--- src/sv/crc16fd_pkg.sv ---
// shared types, constants and crc function for the crc16 frame deframer
package crc16fd_pkg;

  // default payload store depth
  localparam int MAX_PAYLOAD_DEF = 32;

  // configuration register width and reset value
  localparam int              MAXLEN_W     = 6;
  localparam logic [MAXLEN_W-1:0] MAXLEN_RESET = 6'd32;

  // header bytes
  localparam logic [7:0] HDR_FIRST  = 8'h5A;
  localparam logic [7:0] HDR_SECOND = 8'hA5;

  // result status codes
  localparam logic [1:0] ST_OK      = 2'd0;
  localparam logic [1:0] ST_CRC_ERR = 2'd1;
  localparam logic [1:0] ST_LEN_ERR = 2'd2;

  // crc-16/modbus: reflected poly, one byte per call
  localparam logic [15:0] CRC_INIT = 16'hFFFF;
  localparam logic [15:0] CRC_POLY = 16'hA001;

  function automatic logic [15:0] crc_feed(input logic [15:0] crc_in, input logic [7:0] b);
    logic [15:0] c;
    c = crc_in ^ {8'h00, b};
    for (int i = 0; i < 8; i++) begin
      if (c[0]) begin
        c = (c >> 1) ^ CRC_POLY;
      end else begin
        c = c >> 1;
      end
    end
    return c;
  endfunction

  // crc state after both header bytes
  localparam logic [15:0] HDR_CRC = crc_feed(crc_feed(CRC_INIT, HDR_FIRST), HDR_SECOND);

  // controller to datapath commands
  typedef struct packed {
    logic       crc_hdr;      // load crc with header value
    logic       take_type;    // hold type byte, feed crc
    logic       take_len;     // hold length byte, feed crc, clear count
    logic       store_data;   // write payload byte, feed crc, count up
    logic       take_crch;    // hold crc high byte
    logic       clear_count;  // reset byte counter before replay
    logic       rd_en;        // read payload store at counter
    logic       load_out;     // load output register
    logic       out_payload;  // output carries a replayed payload byte
    logic       count_inc;    // step the replay counter
    logic [1:0] out_status;   // status for the loaded result
  } cmd_t;

  // datapath to controller status
  typedef struct packed {
    logic is_hdr1;      // rx byte is first header byte
    logic is_hdr2;      // rx byte is second header byte
    logic is_zero;      // rx byte is zero
    logic len_over;     // rx byte above the length limit
    logic data_done;    // this payload byte is the final one
    logic crc_ok;       // received crc matches
    logic len_zero;     // held length is zero
    logic replay_last;  // replay counter on the final byte
    logic out_free;     // output register can take a result this cycle
  } stat_t;

endpackage

--- src/sv/crc16fd_ram.sv ---
// generic single-port-write ram with registered read
module crc16fd_ram #(
  parameter int WIDTH = 8,
  parameter int DEPTH = 32
) (
  input  logic                                  clk,
  input  logic                                  we,
  input  logic [((DEPTH > 1) ? $clog2(DEPTH) : 1)-1:0] waddr,
  input  logic [WIDTH-1:0]                      wdata,
  input  logic                                  re,
  input  logic [((DEPTH > 1) ? $clog2(DEPTH) : 1)-1:0] raddr,
  output logic [WIDTH-1:0]                      rdata
);

  logic [WIDTH-1:0] mem [DEPTH];

  // write port
  always_ff @(posedge clk) begin
    if (we) begin
      mem[waddr] <= wdata;
    end
  end

  // registered read port
  always_ff @(posedge clk) begin
    if (re) begin
      rdata <= mem[raddr];
    end
  end

endmodule

--- src/sv/crc16fd_dpath.sv ---
// deframer datapath: crc, held fields, byte counter, payload store, output register
module crc16fd_dpath #(
  parameter int MAX_PAYLOAD = crc16fd_pkg::MAX_PAYLOAD_DEF
) (
  input  logic                                clk,
  input  logic                                rst,
  input  crc16fd_pkg::cmd_t                   cmd,
  output crc16fd_pkg::stat_t                  stat,
  input  logic                                cfg_valid,
  input  logic [crc16fd_pkg::MAXLEN_W-1:0]    cfg_data,
  input  logic [7:0]                          rx_byte,
  input  logic                                out_stall,
  output logic                                out_valid,
  output logic [1:0]                          status,
  output logic [7:0]                          msg_type,
  output logic [7:0]                          payload_len,
  output logic [7:0]                          data_byte,
  output logic                                data_valid,
  output logic [4:0]                          byte_index,
  output logic                                last
);

  import crc16fd_pkg::*;

  localparam int         AW    = (MAX_PAYLOAD > 1) ? $clog2(MAX_PAYLOAD) : 1;
  localparam logic [6:0] MAX_P = 7'(MAX_PAYLOAD);

  logic [MAXLEN_W-1:0] max_len;
  logic [15:0]         crc_accum;
  logic [7:0]          held_type;
  logic [7:0]          held_length;
  logic [5:0]          byte_count;
  logic [7:0]          crc_high_rx;
  logic [7:0]          ram_rdata;
  logic [6:0]          limit;
  logic [7:0]          count_plus;

  // configuration register
  always_ff @(posedge clk) begin
    if (rst) begin
      max_len <= MAXLEN_RESET;
    end else if (cfg_valid) begin
      max_len <= cfg_data;
    end
  end

  // limit in force is the smaller of register and store depth
  always_comb begin
    if ({1'b0, max_len} > MAX_P) begin
      limit = MAX_P;
    end else begin
      limit = {1'b0, max_len};
    end
  end

  assign count_plus = {2'b00, byte_count} + 8'd1;

  // status to controller
  always_comb begin
    stat.is_hdr1     = (rx_byte == HDR_FIRST);
    stat.is_hdr2     = (rx_byte == HDR_SECOND);
    stat.is_zero     = (rx_byte == 8'h00);
    stat.len_over    = (rx_byte > {1'b0, limit});
    stat.data_done   = (count_plus >= held_length);
    stat.crc_ok      = ({crc_high_rx, rx_byte} == crc_accum);
    stat.len_zero    = (held_length == 8'h00);
    stat.replay_last = (count_plus == held_length);
    stat.out_free    = !out_valid || !out_stall;
  end

  // crc accumulator, one byte per cycle while bytes are accepted
  always_ff @(posedge clk) begin
    if (rst) begin
      crc_accum <= CRC_INIT;
    end else if (cmd.crc_hdr) begin
      crc_accum <= HDR_CRC;
    end else if (cmd.take_type || cmd.take_len || cmd.store_data) begin
      crc_accum <= crc_feed(crc_accum, rx_byte);
    end
  end

  // held frame fields and byte counter
  always_ff @(posedge clk) begin
    if (rst) begin
      held_type   <= '0;
      held_length <= '0;
      byte_count  <= '0;
      crc_high_rx <= '0;
    end else begin
      if (cmd.take_type) begin
        held_type <= rx_byte;
      end
      if (cmd.take_len) begin
        held_length <= rx_byte;
      end
      if (cmd.take_crch) begin
        crc_high_rx <= rx_byte;
      end
      if (cmd.take_len || cmd.clear_count) begin
        byte_count <= '0;
      end else if (cmd.store_data || cmd.count_inc) begin
        byte_count <= count_plus[5:0];
      end
    end
  end

  // payload store
  crc16fd_ram #(
    .WIDTH (8),
    .DEPTH (MAX_PAYLOAD)
  ) u_store (
    .clk   (clk),
    .we    (cmd.store_data),
    .waddr (byte_count[AW-1:0]),
    .wdata (rx_byte),
    .re    (cmd.rd_en),
    .raddr (byte_count[AW-1:0]),
    .rdata (ram_rdata)
  );

  // output register valid
  always_ff @(posedge clk) begin
    if (rst) begin
      out_valid <= 1'b0;
    end else if (cmd.load_out) begin
      out_valid <= 1'b1;
    end else if (!out_stall) begin
      out_valid <= 1'b0;
    end
  end

  // output register payload; a length error reports the length byte taken this cycle
  always_ff @(posedge clk) begin
    if (cmd.load_out) begin
      status      <= cmd.out_status;
      msg_type    <= held_type;
      payload_len <= cmd.take_len ? rx_byte : held_length;
      if (cmd.out_payload) begin
        data_byte  <= ram_rdata;
        data_valid <= 1'b1;
        byte_index <= byte_count[4:0];
        last       <= stat.replay_last;
      end else begin
        data_byte  <= '0;
        data_valid <= 1'b0;
        byte_index <= '0;
        last       <= 1'b1;
      end
    end
  end

endmodule

--- src/sv/crc16fd_ctrl.sv ---
// deframer controller: parse phases and payload replay sequencing
module crc16fd_ctrl (
  input  logic               clk,
  input  logic               rst,
  input  logic               in_valid,
  output logic               in_stall,
  input  crc16fd_pkg::stat_t stat,
  output crc16fd_pkg::cmd_t  cmd
);

  import crc16fd_pkg::*;

  localparam logic [3:0] S_HUNT = 4'd0;
  localparam logic [3:0] S_HDR2 = 4'd1;
  localparam logic [3:0] S_TYPE = 4'd2;
  localparam logic [3:0] S_LEN  = 4'd3;
  localparam logic [3:0] S_DATA = 4'd4;
  localparam logic [3:0] S_CRCH = 4'd5;
  localparam logic [3:0] S_CRCL = 4'd6;
  localparam logic [3:0] S_RD   = 4'd7;
  localparam logic [3:0] S_LD   = 4'd8;

  logic [3:0] state;
  logic [3:0] state_next;
  logic       accept;

  // stall during replay, and on result-producing bytes when output is blocked
  always_comb begin
    in_stall = (state == S_RD) || (state == S_LD) ||
               (((state == S_LEN) || (state == S_CRCL)) && !stat.out_free);
  end

  assign accept = in_valid && !in_stall;

  // next state and commands
  always_comb begin
    state_next = state;
    cmd        = '0;
    cmd.out_status = ST_OK;
    unique case (state)
      S_HUNT: begin
        if (accept && stat.is_hdr1) begin
          state_next = S_HDR2;
        end
      end
      S_HDR2: begin
        if (accept) begin
          if (stat.is_hdr2) begin
            cmd.crc_hdr = 1'b1;
            state_next  = S_TYPE;
          end else if (!stat.is_hdr1) begin
            state_next = S_HUNT;
          end
        end
      end
      S_TYPE: begin
        if (accept) begin
          cmd.take_type = 1'b1;
          state_next    = S_LEN;
        end
      end
      S_LEN: begin
        if (accept) begin
          cmd.take_len = 1'b1;
          if (stat.len_over) begin
            cmd.load_out   = 1'b1;
            cmd.out_status = ST_LEN_ERR;
            state_next     = S_HUNT;
          end else if (stat.is_zero) begin
            state_next = S_CRCH;
          end else begin
            state_next = S_DATA;
          end
        end
      end
      S_DATA: begin
        if (accept) begin
          cmd.store_data = 1'b1;
          if (stat.data_done) begin
            state_next = S_CRCH;
          end
        end
      end
      S_CRCH: begin
        if (accept) begin
          cmd.take_crch = 1'b1;
          state_next    = S_CRCL;
        end
      end
      S_CRCL: begin
        if (accept) begin
          if (!stat.crc_ok) begin
            cmd.load_out   = 1'b1;
            cmd.out_status = ST_CRC_ERR;
            state_next     = S_HUNT;
          end else if (stat.len_zero) begin
            cmd.load_out   = 1'b1;
            cmd.out_status = ST_OK;
            state_next     = S_HUNT;
          end else begin
            cmd.clear_count = 1'b1;
            state_next      = S_RD;
          end
        end
      end
      S_RD: begin
        cmd.rd_en  = 1'b1;
        state_next = S_LD;
      end
      S_LD: begin
        if (stat.out_free) begin
          cmd.load_out    = 1'b1;
          cmd.out_payload = 1'b1;
          cmd.out_status  = ST_OK;
          cmd.count_inc   = 1'b1;
          if (stat.replay_last) begin
            state_next = S_HUNT;
          end else begin
            state_next = S_RD;
          end
        end
      end
      default: begin
        state_next = S_HUNT;
      end
    endcase
  end

  // state register
  always_ff @(posedge clk) begin
    if (rst) begin
      state <= S_HUNT;
    end else begin
      state <= state_next;
    end
  end

endmodule

--- src/sv/crc16_frame_deframer_core.sv ---
// crc16 frame deframer top level: controller plus datapath
//
// Input channel: one received serial byte per request on rx_byte, taken at a
// clock edge with in_valid high and in_stall low. Bytes are parsed as header
// 0x5A 0xA5, type, length, payload, crc high, crc low (crc-16/modbus).
// Output channel: one result per request (status, msg_type, payload_len,
// data_byte, data_valid, byte_index, last), taken when out_valid is high and
// out_stall is low. A held result stays put while out_stall is high.
// Configuration: max_payload_len is written on cfg_valid; cfg_ready is always
// high. Write it only while no frame is in flight.
// Throughput: one byte per cycle while parsing. An error or empty-frame result
// appears the cycle after the length or crc low byte. A good frame replays its
// payload one byte at a time, each by a store read and then an output load that
// waits while a held result is stalled; input is stalled during replay, and also
// on length and crc low bytes while a result waits to be taken.
// Reset: parser returns to header hunt, the output register empties and the
// length limit returns to 32. The payload store needs no clearing.
module crc16_frame_deframer_core #(
  parameter int MAX_PAYLOAD = crc16fd_pkg::MAX_PAYLOAD_DEF
) (
  input  logic                             clk,
  input  logic                             rst,
  input  logic                             in_valid,
  output logic                             in_stall,
  input  logic [7:0]                       rx_byte,
  output logic                             out_valid,
  input  logic                             out_stall,
  output logic [1:0]                       status,
  output logic [7:0]                       msg_type,
  output logic [7:0]                       payload_len,
  output logic [7:0]                       data_byte,
  output logic                             data_valid,
  output logic [4:0]                       byte_index,
  output logic                             last,
  input  logic                             cfg_valid,
  output logic                             cfg_ready,
  input  logic [crc16fd_pkg::MAXLEN_W-1:0] max_payload_len
);

  import crc16fd_pkg::*;

  cmd_t  cmd;
  stat_t stat;

  // register writes are always taken
  assign cfg_ready = 1'b1;

  crc16fd_ctrl u_ctrl (
    .clk      (clk),
    .rst      (rst),
    .in_valid (in_valid),
    .in_stall (in_stall),
    .stat     (stat),
    .cmd      (cmd)
  );

  crc16fd_dpath #(
    .MAX_PAYLOAD (MAX_PAYLOAD)
  ) u_dpath (
    .clk         (clk),
    .rst         (rst),
    .cmd         (cmd),
    .stat        (stat),
    .cfg_valid   (cfg_valid && cfg_ready),
    .cfg_data    (max_payload_len),
    .rx_byte     (rx_byte),
    .out_stall   (out_stall),
    .out_valid   (out_valid),
    .status      (status),
    .msg_type    (msg_type),
    .payload_len (payload_len),
    .data_byte   (data_byte),
    .data_valid  (data_valid),
    .byte_index  (byte_index),
    .last        (last)
  );

endmodule

--- config.mk ---
export PLATFORM = sky130hd
export DESIGN_NAME = crc16_frame_deframer_core
export DESIGN_NICKNAME = d
export VERILOG_FILES = /design/src/sv/crc16fd_pkg.sv /design/src/sv/crc16fd_ram.sv /design/src/sv/crc16fd_dpath.sv /design/src/sv/crc16fd_ctrl.sv /design/src/sv/crc16_frame_deframer_core.sv
export SDC_FILE = /design/constraint.sdc
export NUM_CORES = 1
export LEC_CHECK = 0
export BUFFER_PORTS_ARGS = -buffer_cell sky130_fd_sc_hd__buf_2
export CAP_MARGIN = 20
export CELL_PAD_IN_SITES_DETAIL_PLACEMENT = 0
export CELL_PAD_IN_SITES_GLOBAL_PLACEMENT = 2
export CORE_MARGIN = 2
export CORE_UTILIZATION = 40
export DETAILED_ROUTE_END_ITERATION = 10
export PLACE_DENSITY = 0.81
export SLEW_MARGIN = 20
export SYNTH_ARGS = -nofsm -noshare
export SYNTH_HDL_FRONTEND = slang
export SYNTH_SLANG_ARGS = --single-unit
--- constraint.sdc ---
create_clock -name clk -period 12.5 [get_ports clk]
set_input_delay 1.25 -clock clk [delete_from_list [all_inputs] [get_ports clk]]
set_output_delay 1.25 -clock clk [all_outputs]
set_load 0.01 [all_outputs]
# Word level (Yosys, flattened, before mapping)

Memories as Yosys holds them, arrays and structs flattened. A register that Yosys moved wholly into a read port is not among the register bits.
Index checks and enable logic that the tools add are counted.
W data, S select, Z words.

Register bits after elaboration: 90
RAM bits: 256
Logic and storage cells: 156
Memories kept: 1

Add/sub/neg operators: 1
Order comparisons: 3
Equality and inequality tests: 23
Mux-type cells: 81
Bitwise gates (word level): 9
Reductions and logical operators: 22

Memories:

| memory              | words | bits a word | rd ports | clocked after Yosys merged registers in | write ports | RTL line          | text |
|---|---|---|---|---|---|---|---|
| u_dpath.u_store.mem | 32    | 8           | 1        | 1                                       | 1           | crc16fd_ram.sv:15 | `logic [WIDTH-1:0] mem [DEPTH];` |

Operators by type and width:

| operator              | count |
|---|---|
| $mux W16              | 31 |
| $mux W4               | 11 |
| $pmux W4 S9           | 1 |
| $mux W1               | 25 |
| $not A2 Y3            | 8 |
| $ne A2 B1 Y1 const B  | 9 |
| $eq A16 B16 Y1        | 1 |
| $eq A4 B3 Y1 const B  | 4 |
| $logic_not A8 Y1      | 2 |
| $xor A16 B8 Y16       | 1 |
| $mux W3               | 4 |
| $reduce_and A10 Y1    | 1 |
| $eq A4 B2 Y1 const B  | 2 |
| $eq A8 B7 Y1 const B  | 1 |
| $eq A8 B8 Y1          | 1 |
| $eq A8 B8 Y1 const B  | 1 |
| $ge A8 B8 Y1          | 1 |
| $gt A8 B6 Y1          | 1 |
| $logic_or A1 B1 Y1    | 8 |
| $mux W2               | 4 |
| $mux W8               | 1 |
| $add A6 B1 Y7 const B | 1 |
| $gt A6 B6 Y1 const B  | 1 |
| $mux W6               | 1 |
| other kinds (12)      | 18 |

# Logic depth before layout (Yosys ltp)

Word-level depth: 48
Gate-level depth with buffers: 13
Gate-level depth less buffers: 11

# By module

A second synthesis with hierarchy kept.

Cells, all modules: 845
Area total of the unflattened synthesis: 14462.6 sq um

By module, submodules not included:

| module                    | times used | cells an instance | area each (sq um) |
|---|---|---|---|
| crc16fd_ram               | 1          | 417               | 10133.5 |
| crc16fd_dpath             | 1          | 355               | 3827.4 |
| crc16fd_ctrl              | 1          | 71                | 490.5 |
| crc16_frame_deframer_core | 1          | 2                 | 11.3 |

# Worst setup path after synthesis

OpenSTA, ideal clock, no wires.

Path type: input to register
Start point: input rx_byte[1]
End point: register u_dpath.byte_index[0] (enable)
Arrival time: 4.671 ns
Required time: 12.024 ns
Slack: 7.353 ns
Stages: 7
Path buffers: 0
Path through: ha_1 > nor2b_1 > o211ai_1 > a21oi_1 > o31ai_1 > o21a_1 > o31ai_1

RTL lines:

| item                 | RTL line                        | text |
|---|---|---|
| start, declared      | crc16_frame_deframer_core.sv:25 | `input logic [7:0] rx_byte,` |
| end signal, assigned | crc16fd_dpath.sv:141            | `byte_index <= byte_count[4:0];` |
| end, declared        | crc16fd_dpath.sv:19             | `output logic [4:0] byte_index,` |

==> metrics.csv <==
stage;metric;value;unit
pwr;powerDensity;144;nW/um^2
worst_setup_path;cp-startpoint;rx_byte[1];
sta;period_minus_slack;3500;ps
cts;clk_path_buf_depth;3;
pwr;p_sw_share;19.8;%
sta;finalCritPeriodShare;28.0;%
synthesis;synth_seq_cells;354;
placed_design;dpl.hpwl;19500;um
placed_design;dp.cells;1345;
pwr;power;2.33;mW
synthesis;yosysMostFrequentCell;edfxtp_1;
global_route;grt_usage;16.6;%
floorplan;die_w;193;um
worst_setup_path;path_cells;buf_2 > ha_1 > nor2b_1 > o211ai_1 > a21oi_1 > o31ai_1 > o21a_1 > o31ai_4 > buf_4 > o21a_1;
worst_setup_path;cpMostUsedCell;o21a_1;
sta;fin_skew;17.0;ps
synthesis;synthFlopType;edfxtp_1;
cts;cts_max_level;2;
placed_design;place.gp.congestion;0.796;
global_route;grt_pass1_wl;47400;um
sta;fin_hold_ws;432;ps
detailed_routing;via_per_inst;5.39;
pwr;ir_drop;0.0763;mV
cts;cts_sinks;354;
synthesis;synth_cells;869;
worst_setup_path;r2r_slack;9030;ps
cts;clkLatencyLatePin;520;ps
synthesis;synth_top_area_cell;edfxtp_1;
worst_hold_path;min_path_type;register to register;
floorplan;rows;69;
worst_setup_path;max_stage_delay;650;ps
cts;cts-hold-fix-buffers;0;
sta;max_freq;286;MHz
detailed_routing;dr.first_iter.drc_count;760;
worst_setup_path;start_kind;input port;
sta;rsz0062_at_grt;no;
cts;cts_setup_buffers;0;
global_route;grt_pass1_vias;7586;
detailed_routing;drt-total-wl;31000;um
pwr;power.leakage;5.39;nW
cts;cts_buffers;37;
worst_setup_path;end_kind;register;
worst_setup_path;ff2ff_path_depth;9;
floorplan;dieArea;37300;um^2
sta;worst_slew_pin_slew;962;ps
synthesis;yosysSeqAreaShare;70.2;%
global_route;grt_start_max_net_pins;65;
worst_setup_path;r2r_start;u_dpath.byte_count[0];
worst_setup_path;crit_slowest_cell;buf_2;
sta;setup_tns;0;ps
floorplan;initial_core_util;40.5;%
cts;cts_tree;done;
detailed_routing;dr.pass1.iters;5;
detailed_routing;dr_total_vias;7612;
global_route;grt_antenna_before_repair;0;
worst_setup_path;cp.depth;10;
cts;post_cts_resize_count;0;
detailed_routing;ant_nets;0;
synthesis;synth_area_per_cell;16.5;um^2
pwr;clockPowerShare;43.3;%
cells_and_area;final_cell_count_no_fill;1411;
floorplan;fp.dieH;193;um
sta;maxSlewHeadroom;35.9;%
cells_and_area;utilization;45.6;%
sta;hold_violations;0;
pwr;pwr-share-comb;1.9;%
worst_setup_path;crit_buf_inv;2;
cells_and_area;nets;962;
pwr;p_int;1.87;mW
worst_setup_path;path_max_fanout;39;
cts;clockRootBuffer;clkbuf_16;
synthesis;synth_edf_count;297;
synthesis;syn_area;14300;um^2
synthesis;async_reset_ff_share;0;%
synthesis;yosys_warnings;0;
pwr;power.share.sequential;54.8;%
status;status;completed;
pwr;p_sw;0.462;mW
sta;setup_viol;0;
synthesis;synth_area_leaders;edfxtp_1, mux4_2, dfxtp_1;
run;timing.max_cap.violations;0;
synthesis;synth_nets;908;
cells_and_area;final.fill_count;3070;
floorplan;io_pins;55;
synthesis;synth_top_area_share;62.2;%
synthesis;synth_top_cells_by_count;edfxtp_1, nor2_1, mux4_2, dfxtp_1, nand2_1;
worst_setup_path;setup.worst_path.class;input port to register;
cells_and_area;diodes;0;
sta;slew_viol_final;0;
detailed_routing;wl_per_cell;22.0;um
worst_setup_path;r2r_end;u_ctrl.state[2];
cts;clkTransAtPathRegs;50;ps
worst_setup_path;cp.arrival;3910;ps
detailed_routing;drc;0;
global_route;overflow;0;
worst_setup_path;critical_path_required;12910;ps
synthesis;synth.distinct_cells;60;
cells_and_area;area_growth_syn_to_layout;12.8;%
worst_setup_path;crit_family;compound AO/OA/AOI/OAI gates;
floorplan;core-area;35400;um^2
cells_and_area;drive_above_1_share;20.2;%
worst_setup_path;worstSetupEndpoint;u_dpath.out_valid;
placed_design;numPortBuffers;53;
registers in the layout (all words and copies together) (netlist names):
name                   cells
u_dpath.u_store.rdata      8
u_dpath.payload_len        8
u_dpath.u_store.mem      256
u_dpath.out_valid          1
u_dpath.data_valid         1
u_dpath.status             2
u_dpath.held_type          8
u_dpath.held_length        8
u_dpath.max_len            6
u_dpath.crc_high_rx        8
u_dpath.byte_count         6
u_dpath.data_byte          8
u_dpath.last               1
u_dpath.crc_accum         16
u_dpath.byte_index         5
u_dpath.msg_type           8
u_ctrl.state               4
layout by cell type, fill, tap and decap left out, types with 16 or more instances in the layout:
master,n
mux2i_1,23
nand2_1,39
nor2_1,82
xnor2_1,26
and3_1,16
a22oi_1,32
buf_2,53
clkbuf_16,39
inv_1,17
edfxtp_1,297
dfxtp_1,55
mux4_2,64
ha_1,20
cell type report:
| type | count | area (um^2) | area share (%) |
|---|---|---|---|
| Clock buffer | 55 | 1050 | 6.47 |
| Inverter | 18 | 67.6 | 0.418 |
| Timing Repair Buffer | 60 | 318 | 1.97 |
| Sequential cell | 354 | 10100 | 62.3 |
| Clock inverter | 11 | 61.3 | 0.379 |
| Multi-Input combinational cell | 452 | 4020 | 24.9 |
| Tap cell | 461 | 577 | 3.57 |
power by group through the flow:
stage                     Clock (mW)  Combinational [mW]  Sequential, mW
after floorplan                    0              0.0206            1.30
after global placement             0              0.0454            1.30
final                           1.01              0.0451            1.28
after detailed placement           0              0.0461            1.30
after CTS                       1.03              0.0462            1.28
after global routing            1.08              0.0502            1.28
metrics by stage:
step	setup WS (ps)	area (um^2)
after floorplan	7350	14300
after global placement	8560	15000
after detailed placement	8470	15000
after CTS	8920	16200
after global routing	8640	16200
final	9000	16200
logic make-up after synthesis:
kind of cell	count (synthesis)	synth area share, %
DFF	354	70.2
xor gates and xnor gates	33	2.17
muxes	94	12.2
buffers and inverters	63	1.85
other	1	0.0262
adders and majority gates	20	1.75
and+or+nand+nor	219	7.57
AOI/OAI and AO/OA	85	4.21
worst min-delay path by stage:
stage | endpoint | cells past startpoint | slack (ps) | from
2_1_floorplan | u_dpath.msg_type[1] | 0 | 410 | u_dpath.held_type[1]
3_3_place_gp | u_dpath.msg_type[5] | 0 | 410 | u_dpath.held_type[5]
3_5_place_dp | u_dpath.msg_type[1] | 0 | 420 | u_dpath.held_type[1]
4_1_cts | u_dpath.msg_type[1] | 0 | 430 | u_dpath.held_type[1]
5_1_grt | u_dpath.msg_type[1] | 0 | 440 | u_dpath.held_type[1]
6_report | u_dpath.msg_type[1] | 0 | 430 | u_dpath.held_type[1]
layer usage:
| layer | wire length [um] | track usage [%] |
|---|---|---|
| met2 | 14500 | 25.7 |
| met1 | 14300 | 24.6 |
| met3 | 1760 | 2.81 |
| met5 | 0 | 0 |
| met4 | 507 | 4.01 |
(Power assumes the default switching activity.)
